===== config.mk =====
export PLATFORM = sky130hd
export DESIGN_NAME = battery_level_charge_monitor_top_flat
export DESIGN_NICKNAME = d
export VERILOG_FILES = /design/src/rtl/blcm_pkg.sv /design/src/rtl/blcm_ifs.sv /design/src/rtl/battery_level_charge_monitor_top.sv /design/src/flat_wrapper.sv
export SDC_FILE = /design/constraint.sdc
export NUM_CORES = 1
export LEC_CHECK = 0
export BUFFER_PORTS_ARGS = -buffer_cell sky130_fd_sc_hd__buf_2
export CAP_MARGIN = 20
export CORE_MARGIN = 2
export CORE_UTILIZATION = 40
export CTS_BUF_LIST = sky130_fd_sc_hd__clkbuf_8
export DETAILED_ROUTE_END_ITERATION = 12
export REMOVE_ABC_BUFFERS = 1
export SETUP_SLACK_MARGIN = 0.05
export SYNTH_ARGS = -nofsm -noshare
export SYNTH_HDL_FRONTEND = slang
export SYNTH_SLANG_ARGS = --single-unit
export TNS_END_PERCENT = 50

===== constraint.sdc =====
create_clock -name clk -period 8 [get_ports clk]
set_clock_uncertainty 0.1 [all_clocks]
set_input_delay 0.4 -clock clk [delete_from_list [all_inputs] [get_ports clk]]
set_output_delay 0.4 -clock clk [all_outputs]
set_load 0.05 [all_outputs]

===== src/rtl/blcm_pkg.sv =====
package blcm_pkg;

  localparam int ADC_BITS = 12;
  localparam int MV_BITS = 16;
  localparam int CODE_BITS = 3;
  localparam int CFG_IDX_BITS = 8;
  localparam int CFG_DATA_BITS = 16;
  localparam logic [1:0] CRIT_LIMIT = 2'd2;
  localparam logic [1:0] COUNT_MAX = 2'd3;

  typedef enum logic [1:0] {
    GRADE_LOW  = 2'd0,
    GRADE_MID  = 2'd1,
    GRADE_HIGH = 2'd2
  } grade_t;

  typedef enum logic [1:0] {
    LED_OFF    = 2'd0,
    LED_RED    = 2'd1,
    LED_YELLOW = 2'd2,
    LED_GREEN  = 2'd3
  } led_t;

  typedef enum logic [2:0] {
    ST_CHECKING  = 3'd0,
    ST_SUSPENDED = 3'd1,
    ST_FULL      = 3'd2,
    ST_CHARGING  = 3'd3,
    ST_BAD       = 3'd4,
    ST_UNKNOWN   = 3'd5,
    ST_ERROR     = 3'd6
  } status_t;

  typedef enum logic [CODE_BITS-1:0] {
    CHG_SUSPENDED = 3'd0,
    CHG_FULL      = 3'd1,
    CHG_PRECOND   = 3'd2,
    CHG_BAD       = 3'd3,
    CHG_UNKNOWN   = 3'd4
  } charger_code_t;

  typedef enum logic [CFG_IDX_BITS-1:0] {
    REG_MID_FALL   = 8'd0,
    REG_LOW_RISE   = 8'd1,
    REG_HIGH_FALL  = 8'd2,
    REG_MID_RISE   = 8'd3,
    REG_CUTOFF     = 8'd4,
    REG_ERR_MV_HI  = 8'd5,
    REG_ERR_MV_LO  = 8'd6,
    REG_AUTO_STOP  = 8'd7
  } cfg_reg_t;

endpackage


===== src/rtl/blcm_ifs.sv =====
interface blcm_in_if;
  logic                              valid;
  logic                              ready;
  logic [blcm_pkg::ADC_BITS-1:0]     adc_sample;
  logic [blcm_pkg::MV_BITS-1:0]      battery_mv;
  logic [blcm_pkg::CODE_BITS-1:0]    charger_code;
  logic                              is_docked;
  logic                              is_sensing;

  modport source (output valid, adc_sample, battery_mv, charger_code, is_docked, is_sensing,
                  input ready);
  modport sink (input valid, adc_sample, battery_mv, charger_code, is_docked, is_sensing,
                output ready);
  modport monitor (input valid, ready, adc_sample, battery_mv, charger_code, is_docked,
                   is_sensing);
endinterface

interface blcm_out_if;
  logic       valid;
  logic       ready;
  logic [1:0] charge_grade;
  logic [1:0] grade_led;
  logic [2:0] charge_status;
  logic [1:0] charge_led;
  logic       charge_led_flash;
  logic       battery_critical;
  logic       stop_request;

  modport source (output valid, charge_grade, grade_led, charge_status, charge_led,
                  charge_led_flash, battery_critical, stop_request, input ready);
  modport sink (input valid, charge_grade, grade_led, charge_status, charge_led,
                charge_led_flash, battery_critical, stop_request, output ready);
  modport monitor (input valid, ready, charge_grade, grade_led, charge_status, charge_led,
                   charge_led_flash, battery_critical, stop_request);
endinterface

interface blcm_cfg_if;
  logic                                 valid;
  logic                                 ready;
  logic [blcm_pkg::CFG_IDX_BITS-1:0]    index;
  logic [blcm_pkg::CFG_DATA_BITS-1:0]   data;

  modport source (output valid, index, data, input ready);
  modport sink (input valid, index, data, output ready);
endinterface


===== src/rtl/battery_level_charge_monitor_top.sv =====
// channel  | role   | payload
// in_chan  | sink   | adc_sample, battery_mv, charger_code, is_docked, is_sensing
// out_chan | source | charge_grade, grade_led, charge_status, charge_led, charge_led_flash,
//          |        | battery_critical, stop_request
// cfg_chan | sink   | index, data (register write, always ready)
//
// one item per cycle sustained while out_chan is not stalled; an accepted input reaches out_chan
// through the input register, then the result register, with the decision logic between them
// synchronous active-low reset restores register defaults, mid grade, led off, count clear
// a stalled result holds while the input register still takes one more item
// config writes are taken in any cycle, one per cycle
module battery_level_charge_monitor_top (
  input  logic           clk,
  input  logic           rst_n,
  blcm_in_if.sink        in_chan,
  blcm_out_if.source     out_chan,
  blcm_cfg_if.sink       cfg_chan
);

  logic [blcm_pkg::ADC_BITS-1:0] mid_fall_r;
  logic [blcm_pkg::ADC_BITS-1:0] low_rise_r;
  logic [blcm_pkg::ADC_BITS-1:0] high_fall_r;
  logic [blcm_pkg::ADC_BITS-1:0] mid_rise_r;
  logic [blcm_pkg::ADC_BITS-1:0] cutoff_r;
  logic [blcm_pkg::MV_BITS-1:0]  err_mv_hi_r;
  logic [blcm_pkg::MV_BITS-1:0]  err_mv_lo_r;
  logic                          auto_stop_r;

  logic                             in_v_r;
  logic [blcm_pkg::ADC_BITS-1:0]    adc_r;
  logic [blcm_pkg::MV_BITS-1:0]     mv_r;
  logic [blcm_pkg::CODE_BITS-1:0]   code_r;
  logic                             docked_r;
  logic                             sensing_r;

  blcm_pkg::grade_t grade_r, grade_nxt;
  blcm_pkg::led_t   led_r, led_nxt;
  logic [1:0]       count_r, count_nxt;
  logic             crit_r, crit_nxt;

  blcm_pkg::status_t status_nxt;
  logic              flash_nxt;
  logic              stop_nxt;

  logic                 out_v_r;
  blcm_pkg::grade_t     o_grade_r;
  blcm_pkg::led_t       o_gled_r;
  blcm_pkg::status_t    o_status_r;
  blcm_pkg::led_t       o_cled_r;
  logic                 o_flash_r;
  logic                 o_crit_r;
  logic                 o_stop_r;

  logic [blcm_pkg::ADC_BITS-1:0] low_edge;
  logic [blcm_pkg::ADC_BITS-1:0] high_edge;
  blcm_pkg::led_t                gled_nxt;
  logic                          counted;
  logic                          move;

  assign move = in_v_r && (!out_v_r || out_chan.ready);
  assign in_chan.ready = !in_v_r || move;
  assign cfg_chan.ready = 1'b1;

  always_comb begin
    unique case (grade_r)
      blcm_pkg::GRADE_LOW: begin
        low_edge  = low_rise_r;
        high_edge = mid_rise_r;
      end
      blcm_pkg::GRADE_MID: begin
        low_edge  = mid_fall_r;
        high_edge = mid_rise_r;
      end
      default: begin
        low_edge  = mid_fall_r;
        high_edge = high_fall_r;
      end
    endcase
    if (adc_r < low_edge) begin
      grade_nxt = blcm_pkg::GRADE_LOW;
    end else if (adc_r < high_edge) begin
      grade_nxt = blcm_pkg::GRADE_MID;
    end else begin
      grade_nxt = blcm_pkg::GRADE_HIGH;
    end
    unique case (grade_nxt)
      blcm_pkg::GRADE_MID:  gled_nxt = blcm_pkg::LED_YELLOW;
      blcm_pkg::GRADE_HIGH: gled_nxt = blcm_pkg::LED_GREEN;
      default:              gled_nxt = blcm_pkg::LED_RED;
    endcase
  end

  always_comb begin
    if (mv_r > err_mv_hi_r) begin
      status_nxt = blcm_pkg::ST_CHECKING;
    end else begin
      unique case (code_r)
        blcm_pkg::CHG_SUSPENDED:
          status_nxt = (mv_r <= err_mv_lo_r) ? blcm_pkg::ST_BAD : blcm_pkg::ST_SUSPENDED;
        blcm_pkg::CHG_FULL:    status_nxt = blcm_pkg::ST_FULL;
        blcm_pkg::CHG_PRECOND: status_nxt = blcm_pkg::ST_CHARGING;
        blcm_pkg::CHG_BAD:     status_nxt = blcm_pkg::ST_BAD;
        blcm_pkg::CHG_UNKNOWN: status_nxt = blcm_pkg::ST_UNKNOWN;
        default:               status_nxt = blcm_pkg::ST_ERROR;
      endcase
    end
    led_nxt   = led_r;
    flash_nxt = 1'b0;
    if (docked_r) begin
      case (status_nxt) inside
        blcm_pkg::ST_SUSPENDED: led_nxt = blcm_pkg::LED_YELLOW;
        blcm_pkg::ST_UNKNOWN, blcm_pkg::ST_BAD, blcm_pkg::ST_ERROR: begin
          led_nxt   = blcm_pkg::LED_RED;
          flash_nxt = 1'b1;
        end
        blcm_pkg::ST_FULL:      led_nxt = blcm_pkg::LED_GREEN;
        default:                led_nxt = blcm_pkg::LED_RED;
      endcase
    end
  end

  always_comb begin
    counted   = auto_stop_r && (adc_r < cutoff_r);
    count_nxt = count_r;
    crit_nxt  = crit_r;
    stop_nxt  = 1'b0;
    if (counted) begin
      if (count_r != blcm_pkg::COUNT_MAX) begin
        count_nxt = count_r + 2'd1;
      end
      if (count_nxt > blcm_pkg::CRIT_LIMIT) begin
        crit_nxt = 1'b1;
      end
      stop_nxt = crit_nxt && sensing_r;
    end
  end

  always_ff @(posedge clk) begin
    if (!rst_n) begin
      mid_fall_r  <= blcm_pkg::ADC_BITS'(2450);
      low_rise_r  <= blcm_pkg::ADC_BITS'(2500);
      high_fall_r <= blcm_pkg::ADC_BITS'(2600);
      mid_rise_r  <= blcm_pkg::ADC_BITS'(2650);
      cutoff_r    <= blcm_pkg::ADC_BITS'(2400);
      err_mv_hi_r <= blcm_pkg::MV_BITS'(4500);
      err_mv_lo_r <= blcm_pkg::MV_BITS'(3000);
      auto_stop_r <= 1'b0;
    end else if (cfg_chan.valid) begin
      unique case (cfg_chan.index)
        blcm_pkg::REG_MID_FALL:  mid_fall_r  <= cfg_chan.data[blcm_pkg::ADC_BITS-1:0];
        blcm_pkg::REG_LOW_RISE:  low_rise_r  <= cfg_chan.data[blcm_pkg::ADC_BITS-1:0];
        blcm_pkg::REG_HIGH_FALL: high_fall_r <= cfg_chan.data[blcm_pkg::ADC_BITS-1:0];
        blcm_pkg::REG_MID_RISE:  mid_rise_r  <= cfg_chan.data[blcm_pkg::ADC_BITS-1:0];
        blcm_pkg::REG_CUTOFF:    cutoff_r    <= cfg_chan.data[blcm_pkg::ADC_BITS-1:0];
        blcm_pkg::REG_ERR_MV_HI: err_mv_hi_r <= cfg_chan.data[blcm_pkg::MV_BITS-1:0];
        blcm_pkg::REG_ERR_MV_LO: err_mv_lo_r <= cfg_chan.data[blcm_pkg::MV_BITS-1:0];
        blcm_pkg::REG_AUTO_STOP: auto_stop_r <= cfg_chan.data[0];
        default: ;
      endcase
    end
  end

  always_ff @(posedge clk) begin
    if (!rst_n) begin
      in_v_r  <= 1'b0;
      out_v_r <= 1'b0;
      grade_r <= blcm_pkg::GRADE_MID;
      led_r   <= blcm_pkg::LED_OFF;
      count_r <= 2'd0;
      crit_r  <= 1'b0;
    end else begin
      if (in_chan.valid && in_chan.ready) begin
        in_v_r <= 1'b1;
      end else if (move) begin
        in_v_r <= 1'b0;
      end
      if (move) begin
        out_v_r <= 1'b1;
        grade_r <= grade_nxt;
        led_r   <= led_nxt;
        count_r <= count_nxt;
        crit_r  <= crit_nxt;
      end else if (out_chan.ready) begin
        out_v_r <= 1'b0;
      end
    end
  end

  always_ff @(posedge clk) begin
    if (in_chan.valid && in_chan.ready) begin
      adc_r     <= in_chan.adc_sample;
      mv_r      <= in_chan.battery_mv;
      code_r    <= in_chan.charger_code;
      docked_r  <= in_chan.is_docked;
      sensing_r <= in_chan.is_sensing;
    end
    if (move) begin
      o_grade_r  <= grade_nxt;
      o_gled_r   <= gled_nxt;
      o_status_r <= status_nxt;
      o_cled_r   <= led_nxt;
      o_flash_r  <= flash_nxt;
      o_crit_r   <= crit_nxt;
      o_stop_r   <= stop_nxt;
    end
  end

  assign out_chan.valid            = out_v_r;
  assign out_chan.charge_grade     = o_grade_r;
  assign out_chan.grade_led        = o_gled_r;
  assign out_chan.charge_status    = o_status_r;
  assign out_chan.charge_led       = o_cled_r;
  assign out_chan.charge_led_flash = o_flash_r;
  assign out_chan.battery_critical = o_crit_r;
  assign out_chan.stop_request     = o_stop_r;

endmodule


===== src/flat_wrapper.sv =====
// flat-port wrapper written by rule: the top's interface ports become plain ports
module battery_level_charge_monitor_top_flat 
  (clk, rst_n, in_chan_valid, in_chan_adc_sample, in_chan_battery_mv, in_chan_charger_code, in_chan_is_docked, in_chan_is_sensing, in_chan_ready, out_chan_valid, out_chan_charge_grade, out_chan_grade_led, out_chan_charge_status, out_chan_charge_led, out_chan_charge_led_flash, out_chan_battery_critical, out_chan_stop_request, out_chan_ready, cfg_chan_valid, cfg_chan_index, cfg_chan_data, cfg_chan_ready);
  blcm_in_if in_chan_i ();
  blcm_out_if out_chan_i ();
  blcm_cfg_if cfg_chan_i ();
  input  logic clk;
  input  logic rst_n;
  input wire logic [$bits(in_chan_i.valid)-1:0] in_chan_valid;
  input wire logic [$bits(in_chan_i.adc_sample)-1:0] in_chan_adc_sample;
  input wire logic [$bits(in_chan_i.battery_mv)-1:0] in_chan_battery_mv;
  input wire logic [$bits(in_chan_i.charger_code)-1:0] in_chan_charger_code;
  input wire logic [$bits(in_chan_i.is_docked)-1:0] in_chan_is_docked;
  input wire logic [$bits(in_chan_i.is_sensing)-1:0] in_chan_is_sensing;
  output wire logic [$bits(in_chan_i.ready)-1:0] in_chan_ready;
  output wire logic [$bits(out_chan_i.valid)-1:0] out_chan_valid;
  output wire logic [$bits(out_chan_i.charge_grade)-1:0] out_chan_charge_grade;
  output wire logic [$bits(out_chan_i.grade_led)-1:0] out_chan_grade_led;
  output wire logic [$bits(out_chan_i.charge_status)-1:0] out_chan_charge_status;
  output wire logic [$bits(out_chan_i.charge_led)-1:0] out_chan_charge_led;
  output wire logic [$bits(out_chan_i.charge_led_flash)-1:0] out_chan_charge_led_flash;
  output wire logic [$bits(out_chan_i.battery_critical)-1:0] out_chan_battery_critical;
  output wire logic [$bits(out_chan_i.stop_request)-1:0] out_chan_stop_request;
  input wire logic [$bits(out_chan_i.ready)-1:0] out_chan_ready;
  input wire logic [$bits(cfg_chan_i.valid)-1:0] cfg_chan_valid;
  input wire logic [$bits(cfg_chan_i.index)-1:0] cfg_chan_index;
  input wire logic [$bits(cfg_chan_i.data)-1:0] cfg_chan_data;
  output wire logic [$bits(cfg_chan_i.ready)-1:0] cfg_chan_ready;
  assign in_chan_i.valid = in_chan_valid;
  assign in_chan_i.adc_sample = in_chan_adc_sample;
  assign in_chan_i.battery_mv = in_chan_battery_mv;
  assign in_chan_i.charger_code = in_chan_charger_code;
  assign in_chan_i.is_docked = in_chan_is_docked;
  assign in_chan_i.is_sensing = in_chan_is_sensing;
  assign in_chan_ready = in_chan_i.ready;
  assign out_chan_valid = out_chan_i.valid;
  assign out_chan_charge_grade = out_chan_i.charge_grade;
  assign out_chan_grade_led = out_chan_i.grade_led;
  assign out_chan_charge_status = out_chan_i.charge_status;
  assign out_chan_charge_led = out_chan_i.charge_led;
  assign out_chan_charge_led_flash = out_chan_i.charge_led_flash;
  assign out_chan_battery_critical = out_chan_i.battery_critical;
  assign out_chan_stop_request = out_chan_i.stop_request;
  assign out_chan_i.ready = out_chan_ready;
  assign cfg_chan_i.valid = cfg_chan_valid;
  assign cfg_chan_i.index = cfg_chan_index;
  assign cfg_chan_i.data = cfg_chan_data;
  assign cfg_chan_ready = cfg_chan_i.ready;
  battery_level_charge_monitor_top u_core (.clk(clk), .rst_n(rst_n), .in_chan(in_chan_i), .out_chan(out_chan_i), .cfg_chan(cfg_chan_i));
endmodule

# Word level (Yosys, flattened, before mapping)
# Index checks and enable logic that the tools add are counted.
totals:
  regBits: 147
  output_inout_bits: 15
  input_bits: 62
  word_cells: 101
classes:
  order_cmp: 6
  n_reduce_logical: 25
  n_eq_ne: 20
  bitwise_logic: 1
  n_addsub: 1
  mux: 22
ops:
  columns: ["op", "n"]
  rows:
  - ["$lt 12x12->1", 3]
  - ["$eq 8x3->1 const B", 4]
  - ["$mux 12", 2]
  - ["$reduce_and 2->1", 9]
  - ["$eq 8x2->1 const B", 2]
  - ["$gt 16x16->1", 1]
  - ["$le 16x16->1", 1]
  - ["$mux 2", 8]
  - ["$pmux 3 s5", 1]
  - ["$eq 3x3->1 const B", 4]
  - ["$eq 3x2->1 const B", 3]
  - ["$eq 8x1->1 const B", 1]
  - ["$logic_not 8->1", 1]
  - ["$mux 1", 8]
  - ["$eq 3x1->1 const B", 2]
  - ["$mux 3", 2]
  - ["$eq 2x1->1 const B", 2]
  - ["$logic_and 1x1->1", 4]
  - ["$pmux 2 s2", 1]
  - ["$reduce_bool 2->1", 2]
  - ["$reduce_or 2->1", 2]
  - ["$logic_not 3->1", 1]
  - ["$reduce_or 3->1", 1]
  - ["$add 2x1->2 const B", 1]
  - ["other kinds (7)", 9]

# Longest topological paths before layout
# Gate-level depths: netlist of run 1.
depth:
  depth_word: 9
  mapped_depth: 11
  depth_no_buf: 9

# Worst setup path before layout of run 1
# Ideal clock, no wire load.
synth_path:
  path_kind: "register to register"
  startpoint: "register u_core.grade_r[1]"
  endpoint: "register u_core.o_grade_r[1] (netlist: u_core.out_chan.charge_grade[1]), data pin"
  required_ns: 7.642
  path_buffers: 2
  arrival_ns: 2.510
  setup_time_ns: 0.258
  path_stages_with_launch: 12
  synth_period_minus_slack_ns: 2.868
  path_slack_ns: 5.132
  path_cell_list: "dfxtp_1 > clkbuf_1 > nor2_1 > buf_1 > mux2i_1 > ha_1 > a21o_1 > a21o_1 > a21oi_1 > o22ai_1 > or2_2 > nor2b_1"
synth_via:
  elab_chain_cells: 6
  word_cells_on_any_way: 9
  classes_between: "order compare (2); eq/ne (1); mux (4); reduce/logical (2)"
synth_rtl:
  columns: ["item", "line", "text"]
  rows:
  - ["from (decl)", "battery_level_charge_monitor_top.sv:36", "blcm_pkg::grade_t grade_r, grade_nxt;"]
  - ["from (signal assigned)", "battery_level_charge_monitor_top.sv:167", "grade_r <= blcm_pkg::GRADE_MID;"]
  - ["from (signal assigned)", "battery_level_charge_monitor_top.sv:179", "grade_r <= grade_nxt;"]
  - ["$eq 2x1->1 or $logic_not 2->1 (tied branches)", "battery_level_charge_monitor_top.sv:65", "unique case (grade_r)"]
  - ["$reduce_or 2->1 (no line)", null, null]
  - ["$mux 12", "battery_level_charge_monitor_top.sv:65", null]
  - ["$lt 12x12->1", "battery_level_charge_monitor_top.sv:81", "end else if (adc_r < high_edge) begin"]
  - ["$mux 2", "battery_level_charge_monitor_top.sv:81", null]
  - ["$mux 2 *", "battery_level_charge_monitor_top.sv:79", "if (adc_r < low_edge) begin"]
  - ["via u_core.grade_nxt[1]", "battery_level_charge_monitor_top.sv:36", null]
  - ["to (signal assigned)", "battery_level_charge_monitor_top.sv:198", "o_grade_r <= grade_nxt;"]
  - ["to (decl)", "battery_level_charge_monitor_top.sv:46", "blcm_pkg::grade_t o_grade_r;"]
# The timed path passes the listed nets; every way through them passes the cells marked *.
# A chain may end at the register's enable or synchronous reset.

# Worst setup path in the final report of run 1
# Same ends and word-level chain as after synthesis.

==> summary.md, run 1 <==
| Metric | Value |
|---|---|
| RSZ-0062 raised after global routing | no |
| Final WL | 16600 um |
| Max VDD drop | 0.000129 V |
| Status | finished, final reports clean |
| IO Pins | 77 |
| Post-synthesis cell area | 7030 um2 |
| Clk_lat worst skew | 0.46 ns |
| Syn avg cell area | 9.72 um2 |
| CP arrival | 3.36 ns |
| Root Buffer | clkbuf_8 |
| Slew HR | 38.1% |
| Global-route wire length before repair | 26200 um |
| PortBufs | 75 |
| NumNets Final | 950 |
| Drt first pass iters | 4 |
| Slew @ Worst Pin | 0.928 ns |
| Worst setup path category | reg2reg |
| Chip Width | 137 um |
| Fin area | 8310 um2 |
| Number of synthesized flops with an enable pin | 45 |
| Startpoint Class | flop |
| Top_reg_cell synth | dfxtp_1 |
| Leakage | 3.32 nW |
| Async SR Flop Fraction | 0% |
| Share of cells above drive strength 1 | 15.4% |
| Pwr dens | 184 nW/um2 |
| Routed len/inst | 15.6 um |
| Final Max Tran Viols | 0 |
| Longest Clk Path Bufs | 2 |
| Antenna Cells | 0 |
| Max Freq | 0.307 GHz |
| Number of nets with antenna violations after detailed routing | 0 |
| Max-Cap Viols | 0 |
| Via Count | 5316 |
| Starting Density | 40.8% |
| Largest net degree at the start of global routing | 54 |
| Die area | 18700 um2 |
| Post-synthesis sequential area ratio | 48.3% |
| Die Ht | 137 um |
| # Post-CTS Setup Buffers | 0 |
| Crit end category | flop |
| Worst path required time | 8.10 ns |
| Via/cell ratio | 5.01 |
| Synth unique cells | 62 |
| Placed cell count | 999 |
| Placed wire-length estimate | 11500 um |
| Fin crit share | 40.7% |
| # setup viols final | 0 |
| Global route overflow | 0 |
| Final non-filler cell total | 1061 |
| Number of synthesized register bits | 147 |
| Worst Path Max Fanout | 16 |
| DR DRC count | 0 |
| First-iteration detailed-routing DRC count | 224 |
| Clock sink count | 147 |
| Initial antenna violation count | 0 |
| CTS HTree Levels | 4 |
| DP Area | 7610 um2 |
| YS warnings | 0 |
| Mapped Cells | 723 |
| Cell Rows | 48 |
| CTS tree | built |
| Final min period | 3.26 ns |
| Clock-pin slew on the worst setup and hold paths | 0.08 ns |
| GP Congestion | 0.837 |
| Final Hold Viols | 0 |
| Vias in the first global route | 5058 |
| Synth-to-Final Area Change | 18.2% |
| PnR Total Power | 1.53 mW |
| Resized Gates After CTS | 0 |
| CTS buffer count | 17 |
| Hold WC Path Type | in2reg |
| Core region area | 17200 um2 |
| Final setup TNS | 0 ns |
| Global-route usage over all layers | 18.6% |
==> state kept, by name (all words and copies together), names as in the netlist, 2 cells and up <==
| register | count |
|---|---|
| u_core.err_mv_lo_r | 16 |
| u_core.mid_rise_r | 12 |
| u_core.out_chan.charge_status | 3 |
| u_core.high_fall_r | 12 |
| u_core.count_r | 2 |
| u_core.adc_r | 12 |
| u_core.out_chan.charge_grade | 2 |
| u_core.code_r | 3 |
| u_core.err_mv_hi_r | 16 |
| u_core.grade_r | 2 |
| u_core.mid_fall_r | 12 |
| u_core.out_chan.grade_led | 2 |
| u_core.led_r | 2 |
| u_core.out_chan.charge_led | 2 |
| u_core.cutoff_r | 12 |
| u_core.mv_r | 16 |
| u_core.low_rise_r | 12 |
==> Yosys cell counts (all sizes together), types with 2 or more instances <==
library cell | count | share of area, %
a2111oi | 4 | 0.69
nor4b | 2 | 0.25
o2111a | 2 | 0.32
nand3 | 14 | 1.0
clkbuf | 19 | 1.0
a21oi | 68 | 4.8
buf | 12 | 0.98
a21boi | 2 | 0.27
o21a | 6 | 0.64
inv | 50 | 2.7
a31o | 2 | 0.25
nand4 | 7 | 0.71
nor3b | 3 | 0.55
or2 | 2 | 0.18
and2 | 3 | 0.27
nand3b | 4 | 0.43
nor2b | 7 | 0.62
and3 | 3 | 0.27
nor3 | 4 | 0.28
a211o | 2 | 0.25
nor2 | 34 | 1.8
and4 | 2 | 0.25
nor4 | 4 | 0.53
o21ai | 12 | 0.85
nand2b | 6 | 0.64
dfxtp | 102 | 29
o211ai | 18 | 1.9
nand2 | 145 | 7.7
a21o | 6 | 0.64
edfxtp | 45 | 19
or3 | 2 | 0.18
ha | 65 | 12
a211oi | 2 | 0.21
o22ai | 2 | 0.18
mux2i | 48 | 6.8
==> through the flow <==
stage / hold WS, ns / worst slack (ns) / util [%]
3_3_place_gp: 0.342 / 4.83 / 44.1
2_1_floorplan: 0.333 / 4.90 / -
6_report: 0.0282 / 4.74 / 48.2
4_1_cts: 0.000490 / 4.74 / 48.1
3_5_place_dp: 0.347 / 4.75 / 44.1
5_1_grt: 0.00243 / 4.53 / 48.2
==> critical path: stages, from the launching register on <==
cell and delay, ns:
dfxtp_1 0.85, nor2_1 0.27, buf_4 0.26, mux2i_1 0.13, ha_1 0.31, a21o_1 0.16
a21o_1 0.17, a21oi_1 0.17, o22ai_1 0.13, or2_2 0.32, nor2b_1 0.13
==> final timing paths <==
path | end | startpoint | cells after the start | slack (ns)
worst min register to register | u_core.err_mv_lo_r[12]$_SDFFE_PN0P_ | u_core.err_mv_lo_r[12]$_SDFFE_PN0P_ | 2 | 0.36
worst max-delay path | u_core.out_chan.charge_grade[1]$_DFFE_PP_ | u_core.grade_r[1]$_SDFFE_PN0P_ | 10 | 4.74
worst max register to register | u_core.out_chan.charge_grade[1]$_DFFE_PP_ | u_core.grade_r[1]$_SDFFE_PN0P_ | 10 | 4.74
worst min-delay path | u_core.mv_r[11]$_DFFE_PP_ | in_chan_battery_mv[11] | 1 | 0.03
==> kinds of logic after synthesis <==
family / count (synthesis) / share of synthesized area, %
adder cells (fa/ha/maj): 65 / 11.6
multiplexers: 49 / 6.99
AND/OR/NAND/NOR: 245 / 16.1
AO/OA/AOI/OAI: 135 / 12.4
flip-flops: 147 / 48.3
other: 1 / 0.0533
buffers and inverters: 81 / 4.66
==> per-layer routing <==
| layer | track usage, % | vias to the layer above | routed length, um |
|---|---|---|---|
| li1 | - | 2721 | - |
| met4 | 4.40 | 0 | 91 |
| met2 | 31.2 | 94 | 7970 |
| met1 | 24.5 | 2494 | 7870 |
| met3 | 4.19 | 7 | 657 |
| met5 | 0 | - | 0 |
==> report_power, final <==
part           switching [mW]  internal (mW)  leakage, nW
Combinational          0.0750         0.0510         1.84
Clock                   0.283          0.320        0.219
Sequential             0.0129          0.785         1.26
==> layout make-up <==
| type | instances | area, um2 |
|---|---|---|
| timing repair buffer | 112 | 728 |
| inverter | 50 | 188 |
| sequential | 147 | 3390 |
| clock inverter | 13 | 144 |
| tap | 225 | 282 |
| clock buffer | 19 | 262 |
| fill | 1650 | 8920 |
| multi-input combinational | 495 | 3320 |
==> repair_timing <==
| item | CTS | global route |
|---|---|---|
| hold buffers | 27 | 3 |
| endpoints found under the hold margin | 27 | 3 |
| endpoints found under the setup margin | 0 | 0 |
==> cells in the final DEF (no fill, tap or decap), types with 14 or more instances in the layout <==
cell type and instances:
nand2_1 145, dfxtp_1 102, buf_2 75, a21oi_1 68, ha_1 65, inv_1 52
mux2i_1 48, edfxtp_1 45, nor2_1 34, dlygate4sd3_1 30, clkbuf_8 19, o211ai_1 18
nand3_1 14
(Power assumes the default switching activity.)
==> run 2: changes to the inputs <==
==> constraint.sdc (replaced) <==
create_clock -name clk -period 3.2 [get_ports clk]
set_clock_uncertainty 0.1 [all_clocks]
set_input_delay 0.16 -clock clk [delete_from_list [all_inputs] [get_ports clk]]
set_output_delay 0.16 -clock clk [all_outputs]
set_load 0.05 [all_outputs]
==> run 2 against run 1 <==
Against the previous run: design area up 4.3%; worst setup slack worse by 4.3 ns; utilization up 2.1 points; sequential power grew 150%; hold slack gained 0.042 ns; register-to-register slack worse by 4.3 ns.
==> summary.md, run 2 (same netlist as run 1, synthesis figures left out) <==
| Metric | Value |
|---|---|
| Routed len/inst | 15.4 um |
| PnR Total Power | 4.05 mW |
| DR DRC count | 0 |
| Worst setup path category | reg2reg |
| Startpoint Class | flop |
| Max-Cap Viols | 0 |
| Global-route usage over all layers | 19.1% |
| Worst Path Max Fanout | 4 |
| Share of cells above drive strength 1 | 15.6% |
| Part of the power in registers | 49.0% |
| Longest Clk Path Bufs | 2 |
| IO Pins | 77 |
| Filler Cell Count | 1587 |
| DP Area | 7650 um2 |
| Largest net degree at the start of global routing | 50 |
| Die area | 18700 um2 |
| Final non-filler cell total | 1092 |
| Status | finished, final reports clean |
| Global-route wire length before repair | 27000 um |
| Fin crit share | 84.9% |
| Chip Width | 137 um |
| Switching share of power | 23.3% |
| # Post-CTS Setup Buffers | 0 |
| # setup viols final | 0 |
| Final Hold Viols | 0 |
| Resized Gates After CTS | 0 |
| Root Buffer | clkbuf_8 |
| Crit end category | flop |
| P_sw | 944 uW |
| Biggest regs | u_core.err_mv_hi_r (16), u_core.err_mv_lo_r (16), u_core.mv_r (16) |
| Placed wire-length estimate | 11600 um |
| Placed cell count | 1005 |
| First-iteration detailed-routing DRC count | 257 |
| Starting Density | 40.8% |
| GP Congestion | 0.819 |
| CTS HTree Levels | 4 |
| Final min period | 2.72 ns |
| Max VDD drop | 0.000262 V |
| Leakage | 3.49 nW |
| Combinational share of power | 8.4% |
| Commonest non-fill, non-tap cell in the layout | nand2_1 |
| Antenna Cells | 0 |
| CTS buffer count | 17 |
| Global route overflow | 0 |
| Fin area | 8670 um2 |
| Max Freq | 0.368 GHz |
| Via/cell ratio | 4.96 |
| Slew HR | 40.7% |
| Slew @ Worst Pin | 0.889 ns |
| Clock-pin slew on the worst setup and hold paths | 0.08 ns |
| Final setup TNS | 0 ns |
| RSZ-0062 raised after global routing | no |
| Cell Rows | 48 |
| Cell Int Power | 3.11 mW |
| PortBufs | 75 |
| Drt first pass iters | 5 |
| Via Count | 5420 |
| CTS tree | built |
| Vias in the first global route | 5290 |
| Number of nets with antenna violations after detailed routing | 0 |
| Clock sink count | 147 |
| CTS Hold Buffers Added | 55 |
| Final worst slack | 0.483 ns |
| Final Max Tran Viols | 0 |
| Hold WC Path Type | in2reg |
| Worst path required time | 3.30 ns |
| Final WL | 16900 um |
| Worst slack, placed | 0.455 ns |
| NumNets Final | 981 |
| CP arrival | 2.81 ns |
| Core region area | 17200 um2 |
| Synth-to-Final Area Change | 23.4% |
| Initial antenna violation count | 0 |
| Die Ht | 137 um |
| Pwr dens | 467 nW/um2 |
| Clk_lat worst skew | 0.45 ns |
| Clk network pwr share | 42.5% |
| Most frequent cells in the layout | nand2_1 (145), dfxtp_1 (102), buf_2 (75), a21oi_1 (68), ha_1 (65) |
==> run 2: layer usage <==
| layer | part of all wire (%) | global-route usage, % |
|---|---|---|
| met4 | 1.2 | 4.80 |
| met1 | 47 | 24.5 |
| met3 | 4.3 | 4.48 |
| met5 | 0 | 0 |
| met2 | 48 | 32.5 |
==> run 2: layout make-up <==
cell class | count | area (um2) | area share, %
tap | 225 | 282 | 3.25
inverter | 50 | 188 | 2.16
clock inverter | 15 | 238 | 2.74
multi-input combinational | 495 | 3320 | 38.2
sequential | 147 | 3390 | 39.1
timing repair buffer | 143 | 1020 | 11.8
clock buffer | 17 | 234 | 2.70
==> run 2: final timing paths <==
kind                            cells after the start  slack, ns                                      end                          startpoint
worst max-delay path                                7       0.48  u_core.out_chan.charge_led[0]$_DFFE_PP_           u_core.mv_r[15]$_DFFE_PP_
worst min-delay path                                4       0.07          u_core.auto_stop_r$_SDFFE_PN0P_                   cfg_chan_index[0]
worst max register to register                      7       0.48  u_core.out_chan.charge_led[0]$_DFFE_PP_           u_core.mv_r[15]$_DFFE_PP_
worst min register to register                      2       0.36       u_core.err_mv_lo_r[1]$_SDFFE_PN0P_  u_core.err_mv_lo_r[1]$_SDFFE_PN0P_
==> run 2: stage by stage <==
step / hold WS (ns) / util, %
floorplan: 0.122 / -
global placement: 0.236 / 44.4
detailed placement: 0.238 / 44.4
CTS: 0.0506 / 50.3
global route: 0.106 / 50.3
finish: 0.0705 / 50.3
==> run 2: power groups by stage <==
| stage | Clock [mW] | Combinational, mW | Sequential, mW |
|---|---|---|---|
| 3_5_place_dp | 0 | 0.294 | 2.03 |
| 6_report | 1.73 | 0.341 | 1.99 |
| 2_1_floorplan | 0 | 0.136 | 2.05 |
| 4_1_cts | 1.76 | 0.344 | 1.99 |
| 3_3_place_gp | 0 | 0.291 | 2.03 |
| 5_1_grt | 1.84 | 0.382 | 1.99 |
==> run 2: critical path: stages (launching register included) <==
cell	delay [ns]
edfxtp_1	0.42
ha_1	0.34
nand4_1	0.18
nor4_2	0.43
a21boi_2	0.23
o31ai_1	0.16
nor4b_1	0.48
a21oi_1	0.13
